File: src/hdl/text_mode_console_writer_unit_assert.svh
// Assertion macros for the RTL of the console writer.
`ifndef TEXT_MODE_CONSOLE_WRITER_UNIT_ASSERT_SVH
`define TEXT_MODE_CONSOLE_WRITER_UNIT_ASSERT_SVH
`ifndef ASSERT_OFF
`define TMCW_ASSERT_ALWAYS(label, clk, rst_n, expr) \
    label: assert property (@(posedge clk) disable iff (!rst_n) (expr)) \
        else $error("tmcw assertion failed");
`define TMCW_ASSERT_IMPLY(label, clk, rst_n, ante, cons) \
    label: assert property (@(posedge clk) disable iff (!rst_n) (ante) |-> (cons)) \
        else $error("tmcw assertion failed");
`else
`define TMCW_ASSERT_ALWAYS(label, clk, rst_n, expr)
`define TMCW_ASSERT_IMPLY(label, clk, rst_n, ante, cons)
`endif
`endif

File: src/hdl/tmcw_pkg.sv
`timescale 1ns / 1ps
`default_nettype none

package tmcw_pkg;

    localparam int COLUMNS = 80;
    localparam int ROWS    = 25;
    localparam int CELLS   = ROWS * COLUMNS;
    localparam int ADDR_W  = $clog2(CELLS);
    localparam int CNT_W   = $clog2(CELLS + 1);

    localparam int COL_W   = 7;
    localparam int ROW_W   = 5;
    localparam int CHAR_W  = 8;
    localparam int IDX_W   = 11;
    localparam int CELL_W  = 16;

    localparam logic [CHAR_W-1:0] NEWLINE_CODE = 8'd10;
    localparam logic [CHAR_W-1:0] BLANK_CODE   = 8'd32;
    localparam logic [CHAR_W-1:0] RESET_COLOR  = 8'd7;
    localparam logic [CELL_W-1:0] BLANK_RESET  = {RESET_COLOR, BLANK_CODE};

    localparam logic ACT_PUT  = 1'b0;
    localparam logic ACT_READ = 1'b1;

    typedef enum logic [1:0] {
        S_CLEAR,
        S_IDLE,
        S_READ,
        S_SCROLL
    } t_state;

    typedef struct packed {
        logic clear_en;
        logic put_en;
        logic scroll_start;
        logic read_en;
        logic read_load;
        logic scroll_en;
        logic scroll_load;
    } t_dp_cmd;

    typedef struct packed {
        logic need_scroll;
        logic clear_last;
        logic scroll_last;
    } t_dp_status;

endpackage

`default_nettype wire

File: src/hdl/tmcw_ctrl.sv
`timescale 1ns / 1ps
`default_nettype none

module tmcw_ctrl (
    input  wire logic                 i_clk,
    input  wire logic                 i_rst_n,
    input  wire logic                 i_start,
    input  wire logic                 i_action,
    input  wire tmcw_pkg::t_dp_status i_status,
    output tmcw_pkg::t_dp_cmd         o_cmd,
    output logic                      o_busy
);

    import tmcw_pkg::*;

    t_state r_state;
    t_state n_state;

    always_ff @(posedge i_clk) begin
        if (!i_rst_n) begin
            r_state <= S_CLEAR;
        end else begin
            r_state <= n_state;
        end
    end

    always_comb begin
        n_state = r_state;
        o_cmd   = '0;
        o_busy  = 1'b1;
        case (r_state)
            S_CLEAR: begin
                o_cmd.clear_en = 1'b1;
                if (i_status.clear_last) begin
                    n_state = S_IDLE;
                end
            end
            S_IDLE: begin
                o_busy = 1'b0;
                if (i_start) begin
                    if (i_action == ACT_READ) begin
                        o_cmd.read_en = 1'b1;
                        n_state       = S_READ;
                    end else begin
                        o_cmd.put_en = 1'b1;
                        if (i_status.need_scroll) begin
                            o_cmd.scroll_start = 1'b1;
                            n_state            = S_SCROLL;
                        end
                    end
                end
            end
            S_READ: begin
                o_cmd.read_load = 1'b1;
                n_state         = S_IDLE;
            end
            S_SCROLL: begin
                o_cmd.scroll_en = 1'b1;
                if (i_status.scroll_last) begin
                    o_cmd.scroll_load = 1'b1;
                    n_state           = S_IDLE;
                end
            end
            default: begin
                n_state = S_CLEAR;
            end
        endcase
    end

endmodule

`default_nettype wire

File: config.mk
export PLATFORM = sky130hd
export DESIGN_NAME = tmcw_ctrl
export DESIGN_NICKNAME = d
export VERILOG_FILES = /design/src/hdl/text_mode_console_writer_unit_assert.svh /design/src/hdl/tmcw_pkg.sv /design/src/hdl/tmcw_ctrl.sv
export SDC_FILE = /design/constraint.sdc
export NUM_CORES = 1
export LEC_CHECK = 0
export BUFFER_PORTS_ARGS = -buffer_cell sky130_fd_sc_hd__buf_2
export CORE_AREA = 2 2 39 41
export CTS_CLUSTER_DIAMETER = 150
export DETAILED_ROUTE_END_ITERATION = 7
export DIE_AREA = 0 0 41 43
export GPL_ROUTABILITY_DRIVEN = 0
export SLEW_MARGIN = 0
export SYNTH_ARGS = -nofsm -noshare
export SYNTH_HDL_FRONTEND = slang
export SYNTH_SLANG_ARGS = --single-unit
File: constraint.sdc
create_clock -name i_clk -period 1.59 [get_ports i_clk]
set_clock_uncertainty 0.05 [all_clocks]
set_input_delay 0.0795 -clock i_clk [delete_from_list [all_inputs] [get_ports i_clk]]
set_output_delay 0.0795 -clock i_clk [all_outputs]
set_load 0.005 [all_outputs]
==> qor.yml, run 1 <==
timing.fmax_mhz: 771
number_of_enable_flip_flop_cells_after_synthesis: 0
drt.antenna.violating_nets: 0
rr_startpoint: "r_state[1]"
finalSetupTns_ns: 0
count_of_mapped_cells_out_of_synthesis: 16
critPathCapture: "o_cmd[4]"
clk_root_buffer_cell: "sky130_fd_sc_hd__clkbuf_4"
synth_common_cells: "2 x sky130_fd_sc_hd__and3_2, 2 x sky130_fd_sc_hd__dfxtp_1, 2 x sky130_fd_sc_hd__nor2_1"
groute.usage.overall_pct: 5.01
io_pins: 15
worstReg2RegEnd: "r_state[0]"
yosys_most_used_dff: "sky130_fd_sc_hd__dfxtp_1"
cts-htree-levels: 1
grt_overflow_total: 0
power.switching_mw: 0.0461
detail_route.drc_violations: 0
firstDrtPassIters: 2
final-setup-viol-count: 0
status: "completed"
starting_density_of_the_core_pct: 10.3
grt_max_degree: 8
largest_register_ffs: 2
cts-hold-fix-buffers: 0
grt_pass1_vias: 149
worst_ep_arrival_time_ns: 1.17
num_antenna_cells: 0
synthesis.nets: 23
ys_async_sr_fraction_pct: 0
core_sq_um: 1380
setup.worst_path.start_class: "flop"
worst_r2r_path_depth: 3
internal_power_mw: 0.157
sequentialPowerShare_pct: 29.2
p_leak_nw: 0.135
count_of_distinct_cell_types_in_the_synthesized_netlist: 13
clock-sinks: 2
switching_share_pct: 22.7
largest_register: "r_state"
detailroute.via_count: 170
floorplan.rows: 14
period_needed_ns: 1.30
drtIter0Drc: 2
number_of_nets_in_the_final_layout: 42
cts_buffer_depth: 2
die_width_microns: 41
pwr-share-comb_pct: 16.8
vias_per_cell: 3.47
cap_viol_max_count: 0
grt_first_pass_wirelength_microns: 517
timing.critical_path.to_type: "output port"
grt_setup_unrepaired: "no"
worst_ir_drop_vdd_v: 0.000149
drive_above_1_share_pct: 69.7
reg.largest.list: "r_state: 2 flops"
syn_area_per_cell_sq_um: 8.91
relative_area_change_from_synthesis_to_final_layout_pct: 78.9
mapped_cell_area_sq_um: 143
max_slew_headroom_pct: 84.0
required_time_at_the_worst_slack_endpoint_ns: 1.46
yosys.area.top_type_share_pct: 28.1
r2r_slack_ns: 0.63
synth_top_area_cell: "sky130_fd_sc_hd__dfxtp_1"
power.clock.fraction_pct: 54.0
synth_seq_area_share_pct: 28.1
die-height_microns: 43
post_cts.resized_instances: 0
crit_start: "r_state[1]"
die_area_sq_um: 1760
worst_skew_pair.late_latency_ns: 0.22
routedWlPerCell_microns: 7.92
synth_top_cells_by_area: "sky130_fd_sc_hd__dfxtp_1 28%, sky130_fd_sc_hd__and3_2 11%, sky130_fd_sc_hd__nand2b_4 9.6%"
route.final.wire_length_microns: 388
port-buffer-count: 14
hold_viol_final: 0
cts_tree: "built"
slew_viol_final: 0
timing.hold.worst.class: "input pin to flop"
numCtsBuffers: 3
worst_margin_slew_ns: 0.240
yosysWarningCount: 0
synth.ff_latch_count: 2
cts_setup_buffers: 0
critPathMaxFanout: 7
final_period_utilization_pct: 81.6
post-route-util_pct: 18.4
grt_antenna_before_repair: 0
crit_type: "flop to output port"
worst_setup_hold_path_clk_slew_ns: 0.03
power.density_nw_per_um2: 797
-- cell families (layout without fill, tap and decap cells) --
group	count (synthesis)	after routing	synth area share, %
AND/OR/NAND/NOR	12	12	61.4
flip-flops	2	2	28.1
AO/OA/AOI/OAI	1	1	3.51
multiplexers	1	1	7.02
buffers and inverters	0	17	0
-- critical path: stages, from the launching register on --
cell                       delay [ns]
sky130_fd_sc_hd__dfxtp_1         0.35
sky130_fd_sc_hd__nand2b_4        0.17
sky130_fd_sc_hd__nor3b_2         0.19
sky130_fd_sc_hd__and2_1          0.13
sky130_fd_sc_hd__buf_2           0.10
-- placed cells by master (no fill, tap or decap), drive strengths merged --
cell type  instances
nand2b             1
nor3b              2
clkbuf             3
nor3               1
and3               2
and2               2
buf               14
and2b              1
dfxtp              2
nor2               2
nand2              1
mux2i              1
o21ai              1
-- power groups by stage --
stage          sequential [mW]  combinational, mW  clock, mW
4_1_cts                 0.0593             0.0349      0.118
3_5_place_dp            0.0601             0.0348          0
5_1_grt                 0.0598             0.0382      0.122
3_3_place_gp            0.0598             0.0344          0
6_report                0.0594             0.0342      0.110
2_1_floorplan           0.0589             0.0165          0
-- cell type report --
type,count,area (sq um)
Clock buffer,3,22.5
Tap cell,16,20.0
Fill cell,174,1130
Sequential cell,2,40.0
Multi-Input combinational cell,14,103
Timing Repair Buffer,14,70.1
-- worst min-delay path by stage --
stage / startpoint / end / slack, ns / cells after the start
finish: i_rst_n / r_state[1] / 0.08 / 2
global route: i_rst_n / r_state[0] / 0.08 / 2
CTS: i_rst_n / r_state[0] / 0.08 / 2
detailed placement: i_rst_n / r_state[0] / 0.31 / 2
global placement: i_rst_n / r_state[1] / 0.30 / 2
floorplan: i_action / o_cmd[5] / 0.14 / 1
-- per-layer routing --
layer	global-route usage (%)	vias up	share of wire (%)
met5	0	-	0
met4	6.00	0	0
met3	3.14	0	6.4
met2	8.44	5	62
met1	2.55	74	32
li1	-	91	-
-- per-stage QoR --
stage	power (mW)	cell area (sq um)	worst slack [ns]	hold slack (ns)	instances
2_1_floorplan	0.0755	143	0.602	0.136	16
3_3_place_gp	0.0942	233	0.524	0.302	46
3_5_place_dp	0.0948	233	0.519	0.314	46
4_1_cts	0.212	255	0.271	0.0784	49
5_1_grt	0.220	255	0.179	0.0788	49
6_report	0.204	255	0.292	0.0832	49
Note: power is estimated with default switching activity, not from simulation.
==> run 2: changes to the inputs <==
==> constraint.sdc (replaced) <==
create_clock -name i_clk -period 1.19 [get_ports i_clk]
set_clock_uncertainty 0.05 [all_clocks]
set_input_delay 0.0595 -clock i_clk [delete_from_list [all_inputs] [get_ports i_clk]]
set_output_delay 0.0595 -clock i_clk [all_outputs]
set_load 0.005 [all_outputs]
==> run 2 against run 1 <==
Register-to-register slack worse by 0.36 ns. Final area is 6.4% higher. Die area stayed put. Highest routed layer unchanged. Cell count is 4.1% higher. Sequential cell count stayed put. Non-clock buffer count is 2 higher. Count of clock-buffer cells in the layout stayed put.
==> qor.yml, run 2 (synthesized netlist as in run 1, its figures left out) <==
status: "completed"  # unchanged
fillerInstances: 161  # was 174
cts-htree-levels: 1  # unchanged
final_period_utilization_pct: 98.5
clock-sinks: 2  # unchanged
largest_register_ffs: 2  # unchanged
timing.critical_path.to_type: "output port"  # unchanged
layout.cells.most_common_list: "14 x sky130_fd_sc_hd__buf_2, 3 x sky130_fd_sc_hd__clkbuf_4, 2 x sky130_fd_sc_hd__nor2_1, 2 x sky130_fd_sc_hd__and3_2, 2 x sky130_fd_sc_hd__buf_4"  # was 14 x sky130_fd_sc_hd__buf_2, 3 x sky130_fd_sc_hd__clkbuf_4, 2 x sky130_fd_sc_hd__nor2_1, 2 x sky130_fd_sc_hd__and3_2, 2 x sky130_fd_sc_hd__dfxtp_1
io_pins: 15  # unchanged
crit_type: "flop to output port"  # unchanged
relative_area_change_from_synthesis_to_final_layout_pct: 90.4  # was 78.9%
worstPathCellList: "nand2b_4 -> nor3b_2 -> and2_1 -> buf_2"  # unchanged
required_time_at_the_worst_slack_endpoint_ns: 1.08  # was 1.46 ns
grt_max_degree: 7  # was 8
place_area_sq_um: 248  # was 233 sq um
cts_tree: "built"  # unchanged
die_width_microns: 41  # unchanged
grt_first_pass_wirelength_microns: 510  # was 517 microns
detail_route.drc_violations: 0  # unchanged
cts_setup_buffers: 0  # unchanged
timing.critical_path.slowest_cell_delay_ns: 0.30  # was 0.35 ns
holdPathEnd: "r_state[1]"  # unchanged
worst_margin_slew_ns: 0.148  # was 0.240 ns
cpLargestDelayFamily: "simple AND/OR/NAND/NOR gates"  # unchanged
number_of_nets_in_the_final_layout: 44  # was 42
path_buf_inv: 1  # unchanged
layout_commonest_cell: "sky130_fd_sc_hd__buf_2"  # unchanged
layout.cell_area.non_filler_sq_um: 272  # was 255 sq um
routedWlPerCell_microns: 7.65  # was 7.92 microns
largest_register: "r_state"  # unchanged
p_leak_nw: 0.146  # was 0.135 nW
grt_setup_unrepaired: "yes"  # was no
hold_viol_final: 0  # unchanged
die_area_sq_um: 1760  # unchanged
floorplan.rows: 14  # unchanged
vias_per_cell: 3.39  # was 3.47
grt_antenna_before_repair: 0  # unchanged
timing.hold.worst_path_depth: 2  # unchanged
timing.hold.worst.class: "input pin to flop"  # unchanged
grt_pass1_vias: 166  # was 149
firstDrtPassIters: 2  # unchanged
port-buffer-count: 14  # unchanged
drtIter0Drc: 2  # unchanged
power.density_nw_per_um2: 1030  # was 797 nW/um^2
period_needed_ns: 1.17
rr_startpoint: "r_state[1]"  # unchanged
setup.worst_path.start_class: "flop"  # unchanged
worst_ir_drop_vdd_v: 0.000201  # was 0.000149 V
multi_input_area_sq_um: 103  # unchanged
grt_overflow_total: 0  # unchanged
r2r_slack_ns: 0.27  # was 0.63 ns
worst_setup_hold_path_clk_slew_ns: 0.03  # about the same
drive_above_1_share_pct: 74.3  # was 69.7%
num_antenna_cells: 0  # unchanged
final.hold.worst_slack_ns: 0.0606  # was 0.0832 ns
numCtsBuffers: 3  # unchanged
max_slew_headroom_pct: 90.1  # was 84.0%
starting_density_of_the_core_pct: 10.3  # unchanged
drt.antenna.violating_nets: 0  # unchanged
slowest_cell_on_crit_path: "sky130_fd_sc_hd__dfxtp_1"  # unchanged
critPathMaxFanout: 3  # was 7
detailroute.via_count: 173  # was 170
slew_viol_final: 0  # unchanged
timing.hold.worst.start: "i_rst_n"  # unchanged
final-setup-viol-count: 0  # unchanged
worst_skew_pair.late_latency_ns: 0.22  # about the same
worst_ep_arrival_time_ns: 1.06  # was 1.17 ns
groute.usage.overall_pct: 4.81  # was 5.01%
route.final.wire_length_microns: 390  # was 388 microns
timing.fmax_mhz: 853
sequential_cell_area_sq_um: 41.3  # was 40.0 sq um
cap_viol_max_count: 0  # unchanged
worst_r2r_path_depth: 3  # unchanged
die-height_microns: 43  # unchanged
clk_root_buffer_cell: "sky130_fd_sc_hd__clkbuf_4"  # unchanged
cts-hold-fix-buffers: 0  # unchanged
reg.largest.list: "r_state: 2 flops"  # unchanged
cts_buffer_depth: 2  # unchanged
core_sq_um: 1380  # unchanged
worstReg2RegEnd: "r_state[1]"  # was r_state[0]
finalSetupTns_ns: 0  # unchanged
run 2: changes by cell type in the layout (fill, tap and decap cells not counted):
cell | before | now
sky130_fd_sc_hd__dfxtp_1 | 2 | 1
sky130_fd_sc_hd__dfxtp_2 | 0 | 1
sky130_fd_sc_hd__buf_4 | 0 | 2
run 2: worst max-delay path by stage:
stage,slack (ns),cells after the start,end,start
after floorplan,0.22,3,o_cmd[4],r_state[1]
after global routing,-0.06,4,o_cmd[4],r_state[1]
after global placement,0.24,4,o_cmd[4],r_state[1]
after CTS,-0.0003,4,o_cmd[4],r_state[1]
after detailed placement,0.22,4,o_cmd[4],r_state[1]
final,0.02,4,o_cmd[4],r_state[1]
run 2: worst register-to-register path: cells and delay by family (launching register included):
family                 cells  cell delay, ns
buffers and inverters      1            0.15
DFF                        1            0.30
and+or+nand+nor            1            0.20
muxes                      1            0.11
run 2: through the flow:
stage          setup slack (ns)  power (mW)  utilization [%]  std cells
6_report                 0.0176       0.280             19.6         51
5_1_grt                 -0.0618       0.303             19.6         51
4_1_cts               -0.000281       0.290             19.5         51
3_5_place_dp              0.218       0.133             17.9         48
3_3_place_gp              0.237       0.132             17.9         48
2_1_floorplan             0.222       0.101                -         16
run 2: what timing repair did:
| action | in CTS | in global routing |
|---|---|---|
| gates resized for setup | 0 | 1 |
| endpoints found under the setup margin | 1 | 2 |
| pin swaps | 1 | 0 |
run 2: routing by layer:
metal  global-route usage (%)  vias up  wire (microns)
li1                         -       93               -
met1                     2.56       75             139
met2                     7.81        5             235
met3                     1.57        0              14
met4                     8.00        0               0
met5                        0        -               0
run 2: layout make-up:
class | instances | share of cell area (%)
clock buffers | 3 | 8.29
multi-input cells | 14 | 37.8
flip-flops and latches | 2 | 15.2
well taps | 16 | 7.37
repair buffers | 16 | 31.3
run 2: report_power, final:
| part | leakage (nW) | switching, mW | internal [mW] |
|---|---|---|---|
| Combinational | 0.116 | 0.0231 | 0.0324 |
| Sequential | 0.0167 | 0.00341 | 0.0725 |
| Clock | 0.0138 | 0.0378 | 0.111 |
| Total | 0.146 | 0.0644 | 0.216 |
